$ cat src/rtl/wqf_pkg.sv
// Shared types and constants for the waypoint queue follower.
// Holds operation and status codes, register indexes, sequencer states and the
// CORDIC arctangent table. No dependencies.
package wqf_pkg;

   typedef enum logic [1:0] {
      OP_CLEAR = 2'd0,
      OP_PUSH  = 2'd1,
      OP_POSE  = 2'd2
   } op_type;

   typedef enum logic [2:0] {
      ST_ACCEPTED = 3'd0,
      ST_DROPPED  = 3'd1,
      ST_COMMAND  = 3'd2,
      ST_FINISHED = 3'd3,
      ST_IDLE     = 3'd4
   } status_type;

   typedef enum logic [3:0] {
      S_IDLE,
      S_READ,
      S_ABS,
      S_SQX,
      S_SQY,
      S_SQR,
      S_CMP,
      S_CORDIC,
      S_GAIN,
      S_SAT,
      S_EMIT
   } state_type;

   typedef struct packed {
      logic        done;
      logic [15:0] bearing;
   } cordic_result_type;

   localparam logic [1:0] CSR_REACH_RADIUS = 2'd0;
   localparam logic [1:0] CSR_TURN_GAIN    = 2'd1;
   localparam logic [1:0] CSR_TURN_LIMIT   = 2'd2;
   localparam logic [1:0] CSR_CRUISE_SPEED = 2'd3;

   localparam int CSR_WIDTH = 20;
   localparam int ATAN_ENTRIES = 24;
   localparam int CORDIC_WIDTH = 36;
   localparam int MUL_WIDTH = 21;

   localparam logic [19:0] REACH_RADIUS_RESET = 20'd6554;
   localparam logic [15:0] TURN_GAIN_RESET    = 16'd2048;
   localparam logic [14:0] TURN_LIMIT_RESET   = 15'd2086;
   localparam logic [15:0] CRUISE_SPEED_RESET = 16'd6554;

   // arctan(2^-i) in units of 2^-32 turn
   function automatic logic [31:0] atan_turn(input logic [4:0] i);
      logic [31:0] a;
      case (i)
         5'd0:  a = 32'd536870912;
         5'd1:  a = 32'd316933406;
         5'd2:  a = 32'd167458907;
         5'd3:  a = 32'd85004756;
         5'd4:  a = 32'd42667331;
         5'd5:  a = 32'd21354465;
         5'd6:  a = 32'd10679838;
         5'd7:  a = 32'd5340245;
         5'd8:  a = 32'd2670163;
         5'd9:  a = 32'd1335087;
         5'd10: a = 32'd667544;
         5'd11: a = 32'd333772;
         5'd12: a = 32'd166886;
         5'd13: a = 32'd83443;
         5'd14: a = 32'd41722;
         5'd15: a = 32'd20861;
         5'd16: a = 32'd10430;
         5'd17: a = 32'd5215;
         5'd18: a = 32'd2608;
         5'd19: a = 32'd1304;
         5'd20: a = 32'd652;
         5'd21: a = 32'd326;
         5'd22: a = 32'd163;
         5'd23: a = 32'd81;
         default: a = 32'd0;
      endcase
      return a;
   endfunction

endpackage

$ cat src/rtl/wqf_cordic.sv
// Iterative vectoring CORDIC: one add/subtract/shift step per cycle gives the bearing
// of (dx, dy) as a 16-bit binary angle. Depends on wqf_pkg.
module wqf_cordic #(
   parameter int CORDIC_STEPS = 16
) (
   input  logic                       clock,
   input  logic                       reset,
   input  logic                       start,
   input  logic signed [32:0]         dx,
   input  logic signed [32:0]         dy,
   output wqf_pkg::cordic_result_type result
);
   import wqf_pkg::*;

   localparam int STEP_W = $clog2(CORDIC_STEPS);

   logic signed [CORDIC_WIDTH-1:0] x_ff, x_in, y_ff, y_in;
   logic [31:0]       z_ff, z_in;
   logic [STEP_W-1:0] cnt_ff, cnt_in;
   logic              busy_ff, busy_in;
   logic              done_ff, done_in;
   logic              zero_ff, zero_in;

   logic signed [CORDIC_WIDTH-1:0] dx_ext, dy_ext, xs, ys;
   logic [31:0] atan_val;
   logic [31:0] z_round;

   always_comb begin
      dx_ext = {{(CORDIC_WIDTH-33){dx[32]}}, dx};
      dy_ext = {{(CORDIC_WIDTH-33){dy[32]}}, dy};
      xs = x_ff >>> cnt_ff;
      ys = y_ff >>> cnt_ff;
      atan_val = atan_turn(5'(cnt_ff));

      x_in = x_ff;
      y_in = y_ff;
      z_in = z_ff;
      cnt_in = cnt_ff;
      busy_in = busy_ff;
      done_in = 1'b0;
      zero_in = zero_ff;

      if (start) begin
         zero_in = (dx == 33'sd0) && (dy == 33'sd0);
         busy_in = 1'b1;
         cnt_in = '0;
         if (dx[32]) begin
            x_in = -dx_ext;
            y_in = -dy_ext;
            z_in = 32'h8000_0000;
         end else begin
            x_in = dx_ext;
            y_in = dy_ext;
            z_in = 32'd0;
         end
      end else if (busy_ff) begin
         if (!y_ff[CORDIC_WIDTH-1]) begin
            x_in = x_ff + ys;
            y_in = y_ff - xs;
            z_in = z_ff + atan_val;
         end else begin
            x_in = x_ff - ys;
            y_in = y_ff + xs;
            z_in = z_ff - atan_val;
         end
         cnt_in = cnt_ff + 1'b1;
         if (cnt_ff == STEP_W'(CORDIC_STEPS - 1)) begin
            busy_in = 1'b0;
            done_in = 1'b1;
         end
      end
   end

   always_ff @(posedge clock) begin
      if (reset) begin
         busy_ff <= 1'b0;
         done_ff <= 1'b0;
         cnt_ff  <= '0;
      end else begin
         busy_ff <= busy_in;
         done_ff <= done_in;
         cnt_ff  <= cnt_in;
      end
      x_ff    <= x_in;
      y_ff    <= y_in;
      z_ff    <= z_in;
      zero_ff <= zero_in;
   end

   assign z_round = z_ff + 32'h0000_8000;
   assign result.done = done_ff;
   assign result.bearing = zero_ff ? 16'd0 : z_round[31:16];

endmodule
$ cat config.mk
export PLATFORM = sky130hd
export DESIGN_NAME = wqf_cordic
export DESIGN_NICKNAME = d
export VERILOG_FILES = /design/src/rtl/wqf_pkg.sv /design/src/rtl/wqf_cordic.sv
export SDC_FILE = /design/constraint.sdc
export NUM_CORES = 1
export LEC_CHECK = 0
export BUFFER_PORTS_ARGS = -buffer_cell sky130_fd_sc_hd__buf_4
export CORE_AREA = 2 2 199 201
export DETAILED_ROUTE_END_ITERATION = 6
export DIE_AREA = 0 0 201 203
export GPL_TIMING_DRIVEN = 0
export HOLD_SLACK_MARGIN = 0.15
export PLACE_DENSITY = 0.63
export SLEW_MARGIN = 20
export SYNTH_ARGS = -nofsm -noshare
export SYNTH_HDL_FRONTEND = slang
export SYNTH_SLANG_ARGS = --single-unit
$ cat constraint.sdc
create_clock -name clock -period 8.16 [get_ports clock]
set_clock_uncertainty 0.2 [all_clocks]
set_input_delay 0.816 -clock clock [delete_from_list [all_inputs] [get_ports clock]]
set_output_delay 0.816 -clock clock [all_outputs]
set_load 0.03 [all_outputs]
==> results of run 1 <==
==> kinds of logic after synthesis <==
kind of cell             synth area share [%]
adder cells (fa/ha/maj)                  8.47
buffers and inverters                    3.82
AO/OA/AOI/OAI                            21.0
multiplexers                             14.0
flip-flops                               21.6
AND/OR/NAND/NOR                          18.8
XOR/XNOR                                 12.3
==> per-stage QoR <==
stage               setup TNS (ns)  power (W)  hold slack, ns
floorplan                        0    0.00745           0.349
global placement            -0.117    0.00917           0.405
detailed placement         -0.0207    0.00928           0.418
CTS                              0     0.0102           0.297
global route                     0     0.0112           0.304
finish                           0     0.0103           0.317
==> cells in the final DEF, fill, tap and decap left out, types with 9 or more instances in the layout <==
cell type  count
nor2_1       201
xnor2_1      174
a211oi_1      26
buf_2         17
buf_4         91
o21a_1        18
nand3_1       38
mux4_2        67
clkbuf_16     21
and3_1        25
a21o_1        47
a31oi_1       24
or3_1         29
inv_1         51
nand2b_1      24
mux2i_1       49
o21bai_1      12
a21boi_0      10
edfxtp_1     105
xor2_1        76
nor4_1        13
buf_1         20
dfxtp_1       36
ha_1         116
o211ai_1       9
a21oi_1      200
o41ai_1       12
or4_1         14
nand4_1       11
mux2_2        31
o21ai_0      147
nor2b_1       17
nand2_1      236
nor3_1        33
clkbuf_1      47
and2_1        24
o31ai_1       25
or2_2          9
==> critical path: stages, from the launching register on <==
cell and delay (ns):
dfxtp_1 0.55, clkbuf_2 0.36, clkbuf_1 0.40, clkbuf_1 0.50, clkbuf_1 0.54, buf_4 0.36
buf_4 0.27, o21a_1 0.24, ha_1 0.19, nand2_1 0.11, a211oi_2 0.53, nand4_1 0.25
or2_2 0.35, nor2_1 0.28, a21oi_1 0.14, xnor2_1 0.20, ha_1 0.35, nand2_1 0.09
nor2_1 0.21, and3_1 0.22, o211ai_1 0.10, o211ai_1 0.19, a31oi_1 0.17, o21ai_0 0.37
a21oi_1 0.14, xor2_1 0.20, mux2i_1 0.10
==> cells in the mapped netlist (all sizes together), types with 10 or more instances <==
cell / number / area, sq um
o31ai: 25 / 188
mux2: 34 / 383
mux4: 72 / 1640
nor4: 16 / 136
nand3: 39 / 208
nor2: 201 / 754
xnor2: 174 / 1520
ha: 116 / 1450
dfxtp: 36 / 721
a21o: 47 / 353
or3: 29 / 181
xor2: 76 / 666
o21a: 18 / 135
a21oi: 201 / 1010
nand2b: 24 / 150
o41ai: 12 / 105
a21boi: 13 / 97.6
and3: 26 / 168
nand4: 12 / 81.3
or2: 10 / 62.6
buf: 52 / 289
nand2: 236 / 886
mux2i: 49 / 490
and2: 26 / 163
a211oi: 28 / 215
inv: 51 / 191
edfxtp: 105 / 3150
clkbuf: 54 / 203
o21bai: 12 / 90.1
nor3: 33 / 165
or4: 14 / 105
nor2b: 17 / 106
a31oi: 24 / 150
o21ai: 155 / 776
==> report_power, final <==
part / internal [W] / switching, W / total, W
Sequential: 0.00125 / 0.000439 / 0.00169
Combinational: 0.00335 / 0.00447 / 0.00782
Clock: 0.000477 / 0.000358 / 0.000835
==> repair_timing <==
| action | in CTS | in global routing |
|---|---|---|
| endpoints found under the setup margin | 1 | 22 |
| resized for setup | 2 | 5 |
| setup buffers | 0 | 0 |
==> layer usage <==
metal	up-vias	routed length [um]	track usage, %
met4	4	2400	13.7
met5	-	28	0
li1	8147	-	-
met1	8483	31400	47.2
met3	104	6490	8.88
met2	744	29500	49.9
==> worst max path at each step <==
| stage | from | cells past startpoint | slack (ns) | to |
|---|---|---|---|---|
| 4_1_cts | cnt_ff[2]$_SDFFE_PP0P_ | 26 | 0.1 | x_ff[35]$_DFFE_PP_ |
| 6_report | cnt_ff[3]$_SDFFE_PP0P_ | 26 | 0.23 | y_ff[32]$_DFFE_PP_ |
| 5_1_grt | cnt_ff[3]$_SDFFE_PP0P_ | 26 | 0.04 | y_ff[32]$_DFFE_PP_ |
| 3_5_place_dp | cnt_ff[3]$_SDFFE_PP0P_ | 22 | -0.02 | y_ff[32]$_DFFE_PP_ |
| 3_3_place_gp | cnt_ff[3]$_SDFFE_PP0P_ | 22 | -0.12 | y_ff[32]$_DFFE_PP_ |
| 2_1_floorplan | cnt_ff[2]$_SDFFE_PP0P_ | 28 | 2.19 | x_ff[35]$_DFFE_PP_ |
==> flip-flops by register name, summed over array words and instances, names as in the netlist <==
| name | count |
|---|---|
| zero_ff | 1 |
| atan_val | 30 |
| z_ff | 32 |
| done_ff | 1 |
| cnt_ff | 4 |
| y_ff | 36 |
| x_ff | 36 |
| busy_ff | 1 |
==> area by class of cell <==
class,instances,share of cell area (%)
inverter,52,0.979
sequential,141,19.4
timing repair buffer,86,3.44
multi-input combinational,1841,67.3
clock buffer,22,2.71
buffer,104,2.48
clock inverter,10,0.433
tap,518,3.25
==> metrics.csv, run 1 <==
metric,value,unit
outcome,"complete, but fails checks",
failing checks,DRC,
vias post-DR,17500,
# IOs,86,
Tmin final,7.93,ns
die height,203,um
CP startpoint kind,flip-flop,
largest net degree at the start of global routing,51,
share of layout cells above drive strength 1,12.7,%
gr usage total,33.9,%
most used flip-flop cell after synthesis,edfxtp_1,
pre-CTS setup slack,-0.0207,ns
Die Area,0.0408,sq mm
FP Rows,72,
clock-pin slew on the worst setup and hold paths,0.07,ns
HPWL Detailed,54400,um
pwr/cell area,519,mW/mm^2
Routed WL,69800,um
later-pin clock latency in the skew report,0.49,ns
CTS buffer count,17,
maximum VDD drop,0.000219,V
WHS Endpoint,busy_ff$_SDFF_PP0_,
internal reg-to-reg setup slack,0.23,ns
Leak Pwr,7.76,nW
Slew Limit Fails,0,
Vias/cell,6.30,
antenna violations before repair,2,
Root Driver,clkbuf_16,
Die W,201,um
Core Area,0.0385,sq mm
max-capacitance violation count,0,
slew of the pin with the lowest slew margin,1.20,ns
area of the multi-input gates,0.0134,sq mm
relative slew slack,20.0,%
Worst setup EP type,flip-flop,
reg2reg end,y_ff[32]$_DFFE_PP_,
FMAX,126,MHz
syn_nets,2328,
Synth async-reset ratio,0,%
fin nets,2431,
Initial DRC Count,1627,
H-Tree Depth,4,
RSZ-0062 raised after global routing,no,
FF/Latch Area,0.00387,sq mm
Placement Cell Area,0.0193,sq mm
Crit path arrival time,7.93,ns
Critical Path RT,8.16,ns
Layout area overhead,11.0,%
synth warn,0,
residual DRC count,2,
Clock Sinks,141,
hold path start,reset,
first-pass iteration count of the detailed router,7,
Worst Hold Depth,2,
hold-fix buffers at CTS,0,
gr ovfl total,0,
Mapped Cells,2140,
Non-Filler Instances,2774,
Post-synth EDFFs,105,
syn_area_per_cell,8.39,sq um
register area share after synthesis,21.6,%
Placed Instances,2744,
final instance area,0.0199,sq mm
class of the worst hold path,input pin to flip-flop,
post-synthesis cell type count,89,
Initial Utilization,46.7,%
Fin. Hold Viols,0,
post-route ant nets,0,
Final WS setup,0.229,ns
Layout fillers,3745,
diode count,0,
Netlist Area Pre-Place,0.0180,sq mm
CTS Buffer Depth,2,
Final Cycle Share,97.2,%
Final setup viols,0,
global placer's final weighted congestion,1.01,
Worst Reg2Reg Path Length in Cells,26,
vias in the first global route,16500,
CP Class,flip-flop to flip-flop,
worst r2r src,cnt_ff[3]$_SDFFE_PP0P_,
CTS tree,done,
WL/cell,25.2,um
register bit total from synthesis,141,
port bufs,84,
first-pass GRT wire length,103000,um
final core occ,51.8,%
crit-path max FO,10,
Note: power is estimated with default switching activity, not from simulation.
==> inputs of run 2 (changes only) <==
Settings changed: CELL_PAD_IN_SITES_DETAIL_PLACEMENT set to 1, CELL_PAD_IN_SITES_GLOBAL_PLACEMENT set to 1, PLACE_DENSITY 0.63 to 0.79.
==> metrics.csv, run 2 (synthesis results as in run 1) <==
metric,value,unit,change
first-pass GRT wire length,117000,um,+14%
fin nets,2430,,-0.041%
grt peak-use layer,met2,,
Vias/cell,6.61,,+4.9%
met1 usage,52.4,%,+5.2 points
H-Tree Depth,4,,unchanged
# IOs,86,,unchanged
hold-fix buffers at CTS,0,,unchanged
WL/cell,28.1,um,+12%
Tmin final,7.97,ns,+0.0408 ns
die height,203,um,unchanged
Worst path slowest cell,a2111oi_0,,
Die Area,0.0408,sq mm,unchanged
port bufs,84,,unchanged
maximum VDD drop,0.000252,V,+15%
vias in the first global route,18400,,+12%
"Top cell by count, worst path",buf_2,,
"commonest cells after routing, fill and taps aside","236 x nand2_1, 201 x nor2_1, 200 x a21oi_1",,
crit-path max FO,10,,unchanged
share of layout cells above drive strength 1,12.9,%,+0.23 points
M2 GR Usage,57.4,%,+7.5 points
gr ovfl total,0,,unchanged
Critical Path RT,8.15,ns,about the same
Layout area overhead,10.8,%,
relative slew slack,16.1,%,-3.9 points
class of the worst hold path,input pin to flip-flop,,
crit-path cells,"buf_2, inv_1, buf_2, buf_2, buf_2, buf_1, buf_1, nor2_1, o311a_1, o21ba_2, o21ai_0, xnor2_1, ha_1, and3_1, o21a_1, a2111oi_0, o31ai_1, nand2_1, nand2_1, a31o_2, a21boi_0, xor2_1, a21oi_1",,
max incr delay on CP,1.02,ns,+0.47 ns
Root Driver,clkbuf_16,,
Fin. Hold Viols,0,,unchanged
CTS buffer count,17,,unchanged
Final Cycle Share,97.7,%,+0.50 points
later-pin clock latency in the skew report,0.48,ns,about the same
residual DRC count,0,,-2
final setup TNS,0,ns,unchanged
Routed WL,78000,um,+12%
global placer's final weighted congestion,1.01,,-0.65%
Initial DRC Count,1728,,+6.2%
Crit path arrival time,7.96,ns,+0.03 ns
critical path startpoint,cnt_ff[0]$_SDFFE_PP0P_,,
WP buf/inv,7,,+1
gr usage total,38.4,%,+4.5 points
antenna violations before repair,2,,unchanged
hold path start,reset,,
FMAX,125,MHz,-0.51%
slew of the pin with the lowest slew margin,1.26,ns,+0.0583 ns
met3 GRT Util,9.18,%,+0.30 points
Crit path max-delay family,compound AO/OA/AOI/OAI gates,,
CTS tree,done,,
worst r2r src,cnt_ff[0]$_SDFFE_PP0P_,,
Core Area,0.0385,sq mm,unchanged
largest registers,"x_ff: 36 flops, y_ff: 36 flops, z_ff: 32 flops",,
max-capacitance violation count,0,,unchanged
pwr/cell area,535,mW/mm^2,+3.1%
FP Rows,72,,unchanged
RSZ-0062 raised after global routing,no,,
Placement Cell Area,0.0193,sq mm,about the same
Die W,201,um,unchanged
CP Class,flip-flop to flip-flop,,
clock-pin slew on the worst setup and hold paths,0.08,ns,about the same
Worst setup EP type,flip-flop,,
largest net degree at the start of global routing,44,,-14%
Final setup viols,0,,unchanged
post-route ant nets,0,,unchanged
Leak Pwr,7.75,nW,about the same
Clock Sinks,141,,unchanged
Slew Limit Fails,0,,unchanged
outcome,"finished, final reports clean",,
vias post-DR,18300,,+4.9%
CP startpoint kind,flip-flop,,
final instance area,0.0199,sq mm,-0.14%
CTS Buffer Depth,2,,unchanged
first-pass iteration count of the detailed router,5,,-2
"commonest non-fill, non-tap cell in the layout",nand2_1,,
HPWL Detailed,60300,um,+11%
Initial Utilization,46.7,%,unchanged
[run 2: cell count changes in the layout (fill, tap and decap cells not counted), sizes merged]
cell	previous run	this run
inv	57	56
diode	0	2
clkdlybuf4s15	0	1
clkinvlp	0	1
buf	135	131
clkbuf	77	79
clkinv	5	4
bufinv	0	1
[run 2: worst register-to-register path, delay by kind of cell (launching register included)]
| family | cells | cell delay (ns) |
|---|---|---|
| AOI/OAI and AO/OA | 9 | 2.83 |
| buffers and inverters | 7 | 2.73 |
| and+or+nand+nor | 4 | 0.69 |
| xor gates and xnor gates | 2 | 0.52 |
| adders and majority gates | 1 | 0.36 |
| DFF | 1 | 0.34 |
[run 2: path summary, 6_finish.rpt]
path / slack, ns / endpoint / cells after the start
hold / removal: 0.33 / busy_ff$_SDFF_PP0_ / 2
setup / recovery: 0.19 / y_ff[31]$_DFFE_PP_ / 23
setup reg to reg: 0.19 / y_ff[31]$_DFFE_PP_ / 23
hold reg to reg: 0.43 / busy_ff$_SDFF_PP0_ / 2
[run 2: per-stage QoR]
step                setup slack, ns  utilization [%]  std cells  hold slack [ns]  total power, W
detailed placement           -0.425             50.1       2744            0.416         0.00951
global placement             -0.226             50.0       2742            0.396         0.00918
finish                        0.188             51.7       2775            0.331          0.0106
floorplan                      2.19                -       2140            0.349         0.00745
CTS                         0.00454             51.7       2776            0.314          0.0105
global route                 0.0232             51.7       2773            0.319          0.0114
[run 2: power breakdown]
group	internal, W	switching, W	total, W
Clock	0.000459	0.000392	0.000851
Sequential	0.00125	0.000463	0.00171
Combinational	0.00337	0.00471	0.00808
[run 2: cell type report]
cell class                 instances  area (sq um)
multi-input combinational       1841         13400
tap                              518           648
buffer                           103           507
fill                            4742         18600
clock buffer                      22           485
sequential                       141          3870
inverter                          52           195
clock inverter                    10           101
timing repair buffer              86           671
antenna                            2          5.00
[run 2: routing by layer]
layer,part of all wire (%),routed length (um),up-vias
met5,0.014,11,-
met4,4.5,3540,2
met3,9.6,7470,146
met2,43,33200,856
met1,43,33700,9201
li1,-,-,8141
[run 2: what timing repair did]
action / 4_1_cts / 5_1_grt
resized for setup: 5 / 9
setup endpoints to repair: 19 / 27
setup buffers: 0 / 0
pin swaps: 0 / 0
